## config.mk

```make
export PLATFORM = sky130hd
export DESIGN_NAME = bounded_doubly_linked_list_engine
export DESIGN_NICKNAME = d
export VERILOG_FILES = /design/src/rtl/bdll_pkg.sv /design/src/rtl/bdll_mem.sv /design/src/rtl/bdll_free.sv /design/src/rtl/bounded_doubly_linked_list_engine.sv
export SDC_FILE = /design/constraint.sdc
export NUM_CORES = 1
export LEC_CHECK = 0
export BUFFER_PORTS_ARGS = -buffer_cell sky130_fd_sc_hd__buf_2
export CORE_MARGIN = 1.5
export CORE_UTILIZATION = 56
export CTS_CLUSTER_DIAMETER = 40
export DETAILED_ROUTE_END_ITERATION = 16
export GPL_TIMING_DRIVEN = 0
export PLACE_DENSITY_LB_ADDON = 0.15
export SLEW_MARGIN = 20
export SYNTH_ARGS = -nofsm -noshare
export SYNTH_HDL_FRONTEND = slang
export SYNTH_HIERARCHICAL = 1
export SYNTH_SLANG_ARGS = --single-unit
export TNS_END_PERCENT = 10
```

## constraint.sdc

```tcl
create_clock -name clk -period 4.95 [get_ports clk]
set_input_delay 0.495 -clock clk [delete_from_list [all_inputs] [get_ports clk]]
set_output_delay 0.495 -clock clk [all_outputs]
set_load 0.02 [all_outputs]
```

## src/rtl/bdll_pkg.sv

```systemverilog
// shared types and constants for the linked list engine
// no dependencies
`timescale 1ns / 1ps
`default_nettype none
package bdll_pkg;
  localparam int CAPACITY_DEF = 16;
  localparam int DATA_WIDTH_DEF = 32;

  typedef enum logic [2:0] {
    CMD_INS_HEAD = 3'd0, CMD_INS_TAIL = 3'd1, CMD_INS_POS = 3'd2, CMD_DEL_HEAD = 3'd3,
    CMD_DEL_TAIL = 3'd4, CMD_DEL_POS = 3'd5, CMD_FWD_READ = 3'd6, CMD_BACK_READ = 3'd7
  } cmd_t;

  typedef enum logic [1:0] {
    ST_OK = 2'd0, ST_EMPTY = 2'd1, ST_BADPOS = 2'd2, ST_FULL = 2'd3
  } status_t;

  typedef enum logic [3:0] {
    S_IDLE, S_WALK, S_INS_A, S_INS_B, S_DEL_A, S_DEL_B, S_READ, S_EMIT
  } state_t;
endpackage
`default_nettype wire

```

## src/rtl/bdll_mem.sv

```systemverilog
// node memory: value, next and prev links, one synchronous read port
// depends on bdll_pkg
`timescale 1ns / 1ps
`default_nettype none
module bdll_mem #(
  parameter int CAPACITY = 16,
  parameter int DATA_WIDTH = 32,
  localparam int SW = $clog2(CAPACITY)
) (
  input  wire logic                  clk,
  input  wire logic [SW-1:0]         raddr,
  output logic [DATA_WIDTH-1:0]      rvalue,
  output logic [SW-1:0]              rnext,
  output logic [SW-1:0]              rprev,
  input  wire logic                  we_v,
  input  wire logic [SW-1:0]         waddr_v,
  input  wire logic [DATA_WIDTH-1:0] wvalue,
  input  wire logic                  we_n,
  input  wire logic [SW-1:0]         waddr_n,
  input  wire logic [SW-1:0]         wnext,
  input  wire logic                  we_p,
  input  wire logic [SW-1:0]         waddr_p,
  input  wire logic [SW-1:0]         wprev
);
  import bdll_pkg::*;
  logic [DATA_WIDTH-1:0] vmem [CAPACITY];
  logic [SW-1:0] nmem [CAPACITY];
  logic [SW-1:0] pmem [CAPACITY];

  always_ff @(posedge clk) begin
    if (we_v) vmem[waddr_v] <= wvalue;
    if (we_n) nmem[waddr_n] <= wnext;
    if (we_p) pmem[waddr_p] <= wprev;
    rvalue <= vmem[raddr];
    rnext <= nmem[raddr];
    rprev <= pmem[raddr];
  end
endmodule
`default_nettype wire

```

## src/rtl/bdll_free.sv

```systemverilog
// free slot stack, top at CAPACITY - count - 1, pushes go to CAPACITY - count
// depends on bdll_pkg
`timescale 1ns / 1ps
`default_nettype none
module bdll_free #(
  parameter int CAPACITY = 16,
  localparam int SW = $clog2(CAPACITY),
  localparam int CW = $clog2(CAPACITY + 1)
) (
  input  wire logic          clk,
  input  wire logic          rst,
  input  wire logic [CW-1:0] count,
  output logic [SW-1:0]      top_slot,
  input  wire logic          push,
  input  wire logic [SW-1:0] push_slot
);
  import bdll_pkg::*;
  logic [SW-1:0] stack [CAPACITY];
  logic [CW-1:0] pop_idx, push_idx;
  assign pop_idx = CW'(CAPACITY) - count - CW'(1);
  assign push_idx = CW'(CAPACITY) - count;
  assign top_slot = stack[pop_idx[SW-1:0]];

  always_ff @(posedge clk) begin
    if (rst) begin
      for (int i = 0; i < CAPACITY; i++) stack[i] <= SW'(i);
    end else if (push) begin
      stack[push_idx[SW-1:0]] <= push_slot;
    end
  end
endmodule
`default_nettype wire

```

## src/rtl/bounded_doubly_linked_list_engine.sv

```systemverilog
// Linked list engine: an ordered list of up to CAPACITY values kept as a circular
// doubly linked list in a node memory with one registered read port, plus a free
// slot stack. One command at a time. Tail and positional commands walk the links from
// the head one node at a time, waiting on each memory read; reads emit one element at a
// time, each held until the output handshake. Results go out through one output register.
// depends on bdll_pkg, bdll_mem, bdll_free
`timescale 1ns / 1ps
`default_nettype none
module bounded_doubly_linked_list_engine #(
  parameter int CAPACITY = bdll_pkg::CAPACITY_DEF,
  parameter int DATA_WIDTH = bdll_pkg::DATA_WIDTH_DEF
) (
  input  wire logic               clk,
  input  wire logic               rst,
  input  wire logic               in_valid,
  output logic                    in_ready,
  input  wire logic [2:0]         cmd,
  input  wire logic signed [31:0] value,
  input  wire logic [7:0]         position,
  output logic                    out_valid,
  input  wire logic               out_ready,
  output logic [1:0]              status,
  output logic signed [31:0]      element,
  output logic                    element_valid,
  output logic [4:0]              length,
  output logic                    last
);
  import bdll_pkg::*;
  localparam int SW = $clog2(CAPACITY);
  localparam int CW = $clog2(CAPACITY + 1);

  state_t state, state_next, after_walk;
  logic [2:0] op;
  logic [7:0] pos_r;
  logic [DATA_WIDTH-1:0] val;
  logic [CW-1:0] count, steps, idx;
  logic [SW-1:0] head, cur, slot, pred;
  logic pend;

  logic [SW-1:0] raddr, rnext, rprev;
  logic [DATA_WIDTH-1:0] rvalue;
  logic we_v, we_n, we_p, push;
  logic [SW-1:0] wa_n, wa_p, wd_n, wd_p, top_slot;

  bdll_mem #(.CAPACITY(CAPACITY), .DATA_WIDTH(DATA_WIDTH)) u_mem (
    .clk, .raddr, .rvalue, .rnext, .rprev,
    .we_v, .waddr_v(slot), .wvalue(val),
    .we_n, .waddr_n(wa_n), .wnext(wd_n),
    .we_p, .waddr_p(wa_p), .wprev(wd_p)
  );
  bdll_free #(.CAPACITY(CAPACITY)) u_free (
    .clk, .rst, .count, .top_slot, .push, .push_slot(cur)
  );

  logic [8:0] pos9, cnt9;
  logic [CW-1:0] pos_c;
  assign pos9 = {1'b0, position};
  assign cnt9 = 9'(count);
  assign pos_c = CW'(position);
  assign in_ready = (state == S_IDLE) && !out_valid;
  assign raddr = cur;
  assign push = (state == S_DEL_B);

  // memory writes
  always_comb begin
    we_v = 1'b0; we_n = 1'b0; we_p = 1'b0;
    wa_n = slot; wa_p = slot; wd_n = slot; wd_p = slot;
    unique case (state)
      S_INS_A: begin
        we_v = 1'b1; we_n = 1'b1; we_p = 1'b1;
        if (count != '0) begin
          wd_n = cur; wd_p = rprev;
        end
      end
      S_INS_B: begin
        if (count != '0) begin
          we_n = 1'b1; wa_n = pred; wd_n = slot;
          we_p = 1'b1; wa_p = cur; wd_p = slot;
        end
      end
      S_DEL_A: begin
        if (count != CW'(1)) begin
          we_n = 1'b1; wa_n = rprev; wd_n = rnext;
          we_p = 1'b1; wa_p = rnext; wd_p = rprev;
        end
      end
      default: ;
    endcase
  end

  always_ff @(posedge clk) begin
    if (rst) begin
      state <= S_IDLE; out_valid <= 1'b0; count <= '0; head <= '0; pend <= 1'b0;
    end else begin
      state <= state_next;
      if (out_valid && out_ready) out_valid <= 1'b0;
      unique case (state)
        S_IDLE: if (in_valid && in_ready) begin
          op <= cmd; val <= DATA_WIDTH'(value); cur <= head; pos_r <= position;
          element <= '0; element_valid <= 1'b0; last <= 1'b1;
          idx <= '0; pend <= 1'b1;
          unique case (cmd_t'(cmd))
            CMD_INS_HEAD: steps <= '0;
            CMD_INS_TAIL: steps <= count;
            CMD_INS_POS: steps <= pos_c - CW'(1);
            CMD_DEL_HEAD: steps <= '0;
            CMD_DEL_TAIL: steps <= count - CW'(1);
            CMD_DEL_POS: steps <= pos_c - CW'(1);
            default: steps <= '0;
          endcase
          slot <= top_slot;
        end
        S_WALK: if (pend) pend <= 1'b0;
          else if (steps != '0) begin
            cur <= rnext; steps <= steps - CW'(1); pend <= 1'b1;
          end
        S_INS_A: begin
          pred <= rprev;
          if (count == '0 || op == CMD_INS_HEAD || (op == CMD_INS_POS && pos_r == 8'd1))
            head <= slot;
        end
        S_INS_B: begin
          count <= count + CW'(1); length <= 5'(count + CW'(1)); out_valid <= 1'b1;
        end
        S_DEL_A: begin
          if (count == CW'(1)) head <= '0;
          else if (op == CMD_DEL_HEAD || (op == CMD_DEL_POS && pos_r == 8'd1))
            head <= rnext;
        end
        S_DEL_B: begin
          count <= count - CW'(1); length <= 5'(count - CW'(1)); out_valid <= 1'b1;
        end
        S_READ: if (pend) pend <= 1'b0;
          else if (!out_valid) begin
            if (op == CMD_BACK_READ && idx == '0 && steps == '0) begin
              cur <= rprev; steps <= CW'(1); pend <= 1'b1;
            end else begin
              element <= 32'(signed'(rvalue)); element_valid <= 1'b1;
              length <= 5'(count); last <= (idx + CW'(1) == count);
              out_valid <= 1'b1; idx <= idx + CW'(1);
              cur <= (op == CMD_BACK_READ) ? rprev : rnext; pend <= 1'b1;
            end
          end
        S_EMIT: begin
          length <= 5'(count); out_valid <= 1'b1;
        end
        default: ;
      endcase
      if (state == S_IDLE && in_valid && in_ready) begin
        unique case (cmd_t'(cmd))
          CMD_INS_HEAD, CMD_INS_TAIL:
            status <= (count == CW'(CAPACITY)) ? ST_FULL : ST_OK;
          CMD_INS_POS:
            if (pos9 == 9'd0 || pos9 > cnt9 + 9'd1) status <= ST_BADPOS;
            else if (count == CW'(CAPACITY)) status <= ST_FULL;
            else status <= ST_OK;
          CMD_DEL_HEAD, CMD_DEL_TAIL:
            status <= (count == '0) ? ST_EMPTY : ST_OK;
          CMD_DEL_POS:
            if (count == '0) status <= ST_EMPTY;
            else if (pos9 == 9'd0 || pos9 > cnt9) status <= ST_BADPOS;
            else status <= ST_OK;
          default:
            status <= (count == '0) ? ST_EMPTY : ST_OK;
        endcase
        after_walk <= (cmd_t'(cmd) <= CMD_INS_POS) ? S_INS_A : S_DEL_A;
      end
    end
  end

  logic bad;
  always_comb begin
    state_next = state;
    bad = 1'b0;
    unique case (cmd_t'(cmd))
      CMD_INS_HEAD, CMD_INS_TAIL: bad = (count == CW'(CAPACITY));
      CMD_INS_POS: bad = (pos9 == 9'd0 || pos9 > cnt9 + 9'd1 || count == CW'(CAPACITY));
      CMD_DEL_HEAD, CMD_DEL_TAIL: bad = (count == '0);
      CMD_DEL_POS: bad = (count == '0 || pos9 == 9'd0 || pos9 > cnt9);
      default: bad = (count == '0);
    endcase
    unique case (state)
      S_IDLE: if (in_valid && in_ready) begin
        if (bad) state_next = S_EMIT;
        else if (cmd == CMD_FWD_READ || cmd == CMD_BACK_READ) state_next = S_READ;
        else if (cmd_t'(cmd) <= CMD_INS_POS && count == '0) state_next = S_INS_A;
        else state_next = S_WALK;
      end
      S_WALK: if (!pend && steps == '0) state_next = after_walk;
      S_INS_A: state_next = S_INS_B;
      S_INS_B: state_next = S_IDLE;
      S_DEL_A: state_next = S_DEL_B;
      S_DEL_B: state_next = S_IDLE;
      S_READ: if (!pend && !out_valid && !(op == CMD_BACK_READ && idx == '0 && steps == '0)
                  && idx + CW'(1) == count) state_next = S_IDLE;
      S_EMIT: state_next = S_IDLE;
      default: state_next = S_IDLE;
    endcase
  end
endmodule
`default_nettype wire

```

# [Yosys cells after proc, flatten, opt, wreduce, memory -nomap -nowiden]
# Memory sizes are Yosys's and may differ from the RTL's. A register that Yosys moved wholly into a read port is not among the register bits.
# Cells that the tools add are included.
[totals] ff_bits=121 mem_bits_rw=704 word_cells=216 memories=4
[op_classes] add_sub_neg=8 order_cmp=3 n_eq_ne=33 muxes=95 n_bitwise=1 n_reduce_logical=54
[memory_table] memory="u_mem.vmem" words=16 width=32 read_ports=1 rd_clocked_by_memory_dff=1 wr=1 line_no="bdll_mem.sv:26" source="logic [DATA_WIDTH-1:0] vmem [CAPACITY];"
[memory_table] memory="u_free.stack" words=16 width=4 read_ports=1 rd_clocked_by_memory_dff=1 wr=16 line_no="bdll_free.sv:18" source="logic [SW-1:0] stack [CAPACITY];"
[memory_table] memory="u_mem.nmem" words=16 width=4 read_ports=1 rd_clocked_by_memory_dff=1 wr=1 line_no="bdll_mem.sv:27" source="logic [SW-1:0] nmem [CAPACITY];"
[memory_table] memory="u_mem.pmem" words=16 width=4 read_ports=1 rd_clocked_by_memory_dff=1 wr=1 line_no="bdll_mem.sv:28" source="logic [SW-1:0] pmem [CAPACITY];"
[ops] cell="$mux W32" count=4
[ops] cell="$mux W4" count=20
[ops] cell="$mux W5" count=13
[ops] cell="$pmux W32 S2" count=1
[ops] cell="$pmux W4 S2" count=5
[ops] cell="$mux W1" count=30
[ops] cell="$pmux W5 S3" count=2
[ops] cell="$pmux W4 S5" count=1
[ops] cell="$pmux W5 S2" count=2
[ops] cell="$pmux W5 S4" count=1
[ops] cell="$eq A3 B3 Y1 const B" count=6
[ops] cell="$ne A2 B2 Y1 const B" count=9
[ops] cell="$eq A4 B3 Y1 const B" count=4
[ops] cell="$logic_not A5 Y1" count=3
[ops] cell="$sub A5 B1 Y5 const B" count=3
[ops] cell="$logic_and A1 B1 Y1" count=14
[ops] cell="$pmux W4 S3" count=1
[ops] cell="$add A5 B1 Y5 const B" count=2
[ops] cell="$mux W2" count=5
[ops] cell="$reduce_bool A5 Y1" count=2
[ops] cell="$eq A3 B2 Y1 const B" count=3
[ops] cell="$logic_not A9 Y1" count=1
[ops] cell="$logic_or A1 B1 Y1" count=9
[ops] cell="$mux W3" count=3
[ops] cell="35 further kinds" count=50

# [Longest topological paths before layout]
[logic_depth] ltp_word=8 ltp_mapped=11 ltp_nobuf=10

# [By module]
# The synthesis kept the hierarchy.
[modules_own_cells] mod="bdll_mem" instances=1 cells_per_inst=1086 area_per_inst_um2=25351.8 seq_area_each_um2=20019.2
[modules_own_cells] mod="bounded_doubly_linked_list_engine" instances=1 cells_per_inst=501 area_per_inst_um2=6043.3 seq_area_each_um2=3523.4
[modules_own_cells] mod="bdll_free" instances=1 cells_per_inst=284 area_per_inst_um2=3404.5 seq_area_each_um2=1921.8

# [Worst setup path after synthesis]
# OpenSTA, ideal clock, no wires.
[synth_path] path_type="register -> register" from="register idx[0]" to="register element[0] (enable)" t_arrival_ns=4.393 required_ns=4.456 slack_ns=0.062 stages_incl_launch_ff=8 path_buffers=0 synth_period_minus_slack_ns=4.888 path_cell_list="edfxtp_1 -> inv_1 -> ha_1 -> nor4b_1 -> a311oi_1 -> nor2_1 -> or2_2 -> a211oi_1"
[synth_via] elab_chain_len=5
[synth_rtl] item="start: declaration" line_no="bounded_doubly_linked_list_engine.sv:36" source="logic [CW-1:0] count, steps, idx;"
[synth_rtl] item="start signal: assignment" line_no="bounded_doubly_linked_list_engine.sv:101" source="idx <= '0; pend <= 1'b1;"
[synth_rtl] item="start signal: assignment" line_no="bounded_doubly_linked_list_engine.sv:140" source="out_valid <= 1'b1; idx <= idx + CW'(1);"
[synth_rtl] item="$logic_not A5 Y1" line_no="bounded_doubly_linked_list_engine.sv:135" source="if (op == CMD_BACK_READ && idx == '0 && steps == '0) begin"
[synth_rtl] item="$logic_and A1 B1 Y1 (2 in series)" line_no="bounded_doubly_linked_list_engine.sv:135"
[synth_rtl] item="$ne A2 B2 Y1 (no source line)"
[synth_rtl] item="$reduce_and A6 Y1 (no source line)"
[synth_rtl] item="end signal: assignment" line_no="bounded_doubly_linked_list_engine.sv:100" source="element <= '0; element_valid <= 1'b0; last <= 1'b1;"
[synth_rtl] item="end signal: assignment" line_no="bounded_doubly_linked_list_engine.sv:138" source="element <= 32'(signed'(rvalue)); element_valid <= 1'b1;"
[synth_rtl] item="end: declaration" line_no="bounded_doubly_linked_list_engine.sv:23" source="output logic signed [31:0] element,"
# Every way passes these cells.
# A chain may end at the register's enable or synchronous reset.

# [Worst setup path after layout]
[layout_path] from="register count[1]" to="memory u_mem/pmem[0][1] (netlist bit) (enable)"
[layout_via] elab_cells_between_ends=10 cone_classes="eq/ne (1); mux (8); reduce/logical (1)"
[layout_rtl] item="start: declaration" line_no="bounded_doubly_linked_list_engine.sv:36"
[layout_rtl] item="start signal: assignment" line_no="bounded_doubly_linked_list_engine.sv:93" source="state <= S_IDLE; out_valid <= 1'b0; count <= '0; head <= '0; pend <= 1'b0;"
[layout_rtl] item="start signal: assignment" line_no="bounded_doubly_linked_list_engine.sv:123" source="count <= count + CW'(1); length <= 5'(count + CW'(1)); out_valid <= 1'b1;"
[layout_rtl] item="start signal: assignment" line_no="bounded_doubly_linked_list_engine.sv:131" source="count <= count - CW'(1); length <= 5'(count - CW'(1)); out_valid <= 1'b1;"
[layout_rtl] item="$ne A5 B1 Y1 or $reduce_bool A5 Y1 (tied branches)" line_no="bounded_doubly_linked_list_engine.sv:82, bounded_doubly_linked_list_engine.sv:76"
[layout_rtl] item="$mux W4 (on tied branches)" line_no="bounded_doubly_linked_list_engine.sv:82, bounded_doubly_linked_list_engine.sv:76"
[layout_rtl] item="$pmux W4 S2 *" line_no="bounded_doubly_linked_list_engine.sv:68" source="unique case (state)"
[layout_rtl] item="named net wa_p[3]" line_no="bounded_doubly_linked_list_engine.sv:43" source="logic [SW-1:0] wa_n, wa_p, wd_n, wd_p, top_slot;"
[layout_rtl] item="end: declaration" line_no="bdll_mem.sv:28"
# The timed path passes the listed nets; every way through them passes the cells marked *.

==> flow_summary.ini <==
[status]
status = completed

[pwr]
p_sw_share_pct = 30.4
total_power_mw = 22.9
netSwitchingPower_mw = 6.96
p_comb_share_pct = 23.2
p_seq_share_pct = 41.0
p_leak_nw = 13.9
clockPowerShare_pct = 35.8
power.internal_mw = 15.9
cellPowerDensity_mw_per_mm2 = 555
ir_worst_vdd_v = 0.000346

[setup_path]
critPathLaunchType = flip-flop
crit_required_ps = 5230
r2r_slack_ps = 630
r2r_cells = 10
max_stage_delay_ps = 820
endpoint_kind = flip-flop
critPathTopFamily = simple AND/OR/NAND/NOR gates
worstPathArrival_ps = 4600
timing.rr.end = u_mem/pmem[0][1]
cp_slowest_cell = dfxtp_1
path_cells = inv_1 > ha_1 > nor2b_1 > and2_0 > nor2_1 > nor2_1 > nand2_1 > nand2_1 > or3b_2 > nor3_1
critPathBufInv = 1
crit_type = flip-flop to flip-flop
crit_path_end = u_mem/pmem[0][1]
worstSetupStartpoint = count[1]
critical_path_cell_count = 10
path_max_fanout = 17
r2r-start = count[1]

[detailed_routing]
vias = 18900
dr.pass1.iters = 6
route.antenna.remaining_nets = 0
wl_per_cell_um = 26.9
drtIter0Drc = 1882
wl_um = 82800
viasPerCell = 6.15
drc = 0

[synth]
syn_inst = 1871
yosys.area.top_type = edfxtp_1
ys_types = 81
synth_top_cells_by_area = edfxtp_1 (70%), mux4_2 (6.7%), mux4_1 (4.6%), dfxtp_1 (3.1%), a22oi_1 (2.0%)
ys.flop_type = edfxtp_1
synth-edff-count = 812
yosysWarnings = 6
synth_top_area_share_pct = 70.1
ys_async_sr_fraction_pct = 0
syn_avg_cell_area_um2 = 18.6
syn_area_mm2 = 0.0348
ys_seq_area_share_pct = 73.2
synth-seq-cells = 866
synthesis.nets = 1943

[hold_path]
hp-class = input pin to flip-flop

[cts]
htreeDepth = 3
clock_latency_ps = 680
cts_buffer_depth = 3
numCtsBuffers = 110
cts.sinks = 866
clk_pin_slew_worst_paths_ps = 60
cts-root-buf = clkbuf_16
cts_tree = built

[placement]
port_buffers = 89
hpwl_um = 53200
dpl.cell_count = 2841
gp_congestion = 0.860

[layout]
drive_gt1_share_pct = 24.2
layout.cells.non_filler = 3075
final_common_cell = edfxtp_1
finalCoreUtilization_pct = 67.0
final_nets = 2212
insertedDiodeCount = 0
layout_common_cells = edfxtp_1 (812), clkbuf_16 (110), buf_2 (108)
area_delta_synth_final_pct = 18.6

[grt]
track_usage_pct = 26.6
grt_pass1_vias = 19200
met1_usage_pct = 37.0
grt-ovfl-total = 0
antenna_found_initial = 1
grtUsageMet3_pct = 5.11
grt_max_degree = 28
grt_pass1_wl_um = 122000
met2_usage_pct = 43.3
top_usage_layer = met2

[die]
core_mm2 = 0.0616
die_h_um = 252
die_w_um = 252
start_util_pct = 56.5
dieArea_mm2 = 0.0636
rows = 91
ios = 90

[sta]
min_period_over_period_pct = 87.3
tightestPinTransition_ps = 1120
slew_violations = 0
fmax_mhz = 232
relSlewSlack_pct = 25.2
final.min_clock_period_ps = 4320
finalHoldViolations = 0
setup_viol = 0
rsz0062_at_grt = no
final.setup_skew_ps = 29.0
tns_ps = 0

[flow_run]
drv_cap = 0
==> routing by layer <==
layer | part of all wire (%) | up-vias | wire length, um
li1 | - | 8185 | -
met1 | 41 | 9763 | 33700
met2 | 49 | 827 | 40300
met3 | 7.9 | 140 | 6580
met4 | 2.6 | 0 | 2180
met5 | 0 | - | 0
==> cells by family after synthesis <==
kind of cell / count (synthesis) / share of synthesized area [%]
and+or+nand+nor: 422 / 6.38
adders and majority gates: 26 / 0.928
DFF: 866 / 73.2
xor gates and xnor gates: 26 / 0.694
buffers and inverters: 121 / 2.01
muxes: 185 / 11.9
AOI/OAI and AO/OA: 225 / 4.90
==> repair_timing <==
action | 4_1_cts | 5_1_grt
setup buffers | 0 | 0
hold endpoints to repair | 24 | 0
hold buffers | 24 | 0
gates resized for setup | 0 | 0
==> state kept, by name (all words and copies together), names as in the netlist, 4 cells and up <==
register and flops:
u_mem/rnext 4, u_free/stack 64, u_mem/rprev 4, length 5, u_mem/nmem 64, cur 4, steps 5, head 4
u_mem/pmem 64, pos_r 8, u_mem/vmem 512, element 32, slot 4, idx 5, u_mem/rvalue 32, pred 4
count 5, val 32
==> worst min path at each step <==
stage                           startpoint          end  slack (ps)  depth (start not counted)
after floorplan             u_mem/rprev[0]      pred[0]         450                          0
after global routing             value[10]      val[10]          10                          1
after CTS                           cmd[0]        op[0]           6                          1
final                            value[10]      val[10]          30                          1
after global placement    u_mem/rvalue[12]  element[12]         480                          1
after detailed placement  u_mem/rvalue[21]  element[21]         490                          1
==> worst reg2reg max path, cell delays in order, from the launching register on <==
cell and delay [ps]:
dfxtp_1 820, inv_1 280, ha_1 260, nor2b_1 150, and2_0 310, nor2_1 570, nor2_1 190, nand2_1 130
nand2_1 190, or3b_2 560, nor3_1 490
==> area by class of cell <==
cell class | count | area [um2]
Sequential cell | 866 | 25500
Fill cell | 3990 | 20300
Multi-Input combinational cell | 884 | 8760
Clock buffer | 126 | 2880
Timing Repair Buffer | 157 | 1410
Tap cell | 837 | 1050
Clock inverter | 84 | 1010
Buffer | 91 | 586
Inverter | 30 | 115
==> cells in the mapped netlist (7+ instances only) <==
master	instances
a21o_1	8
o22ai_1	8
a211oi_1	7
mux4_1	61
ha_1	25
or2_2	22
nand2b_1	23
inv_1	27
xnor2_1	20
a21oi_1	14
dfxtp_1	54
nand2_1	100
buf_12	11
mux4_2	103
and2_1	57
nor2b_1	18
a22oi_1	91
nand3_1	20
nor3_1	33
o21ai_0	19
edfxtp_1	812
a211o_1	7
mux2i_1	13
buf_2	19
clkbuf_1	53
nor2_1	87
or3_1	15
mux2_2	7
==> through the flow <==
stage,setup slack (ps),hold slack (ps),area (um2)
after floorplan,62.5,454,34800
after global placement,-3270,485,36300
after detailed placement,707,487,37100
after CTS,681,6.03,41300
after global routing,321,10.3,41300
final,631,34.0,41300
==> power groups by stage <==
stage	logic (mW)	registers (mW)	clock network, mW
6_report	5.31	9.39	8.20
2_1_floorplan	3.38	9.46	0
5_1_grt	5.66	9.44	8.61
3_3_place_gp	5.01	9.54	0
4_1_cts	5.30	9.38	8.32
3_5_place_dp	5.24	9.52	0
Power figures use the tool's default switching activity.
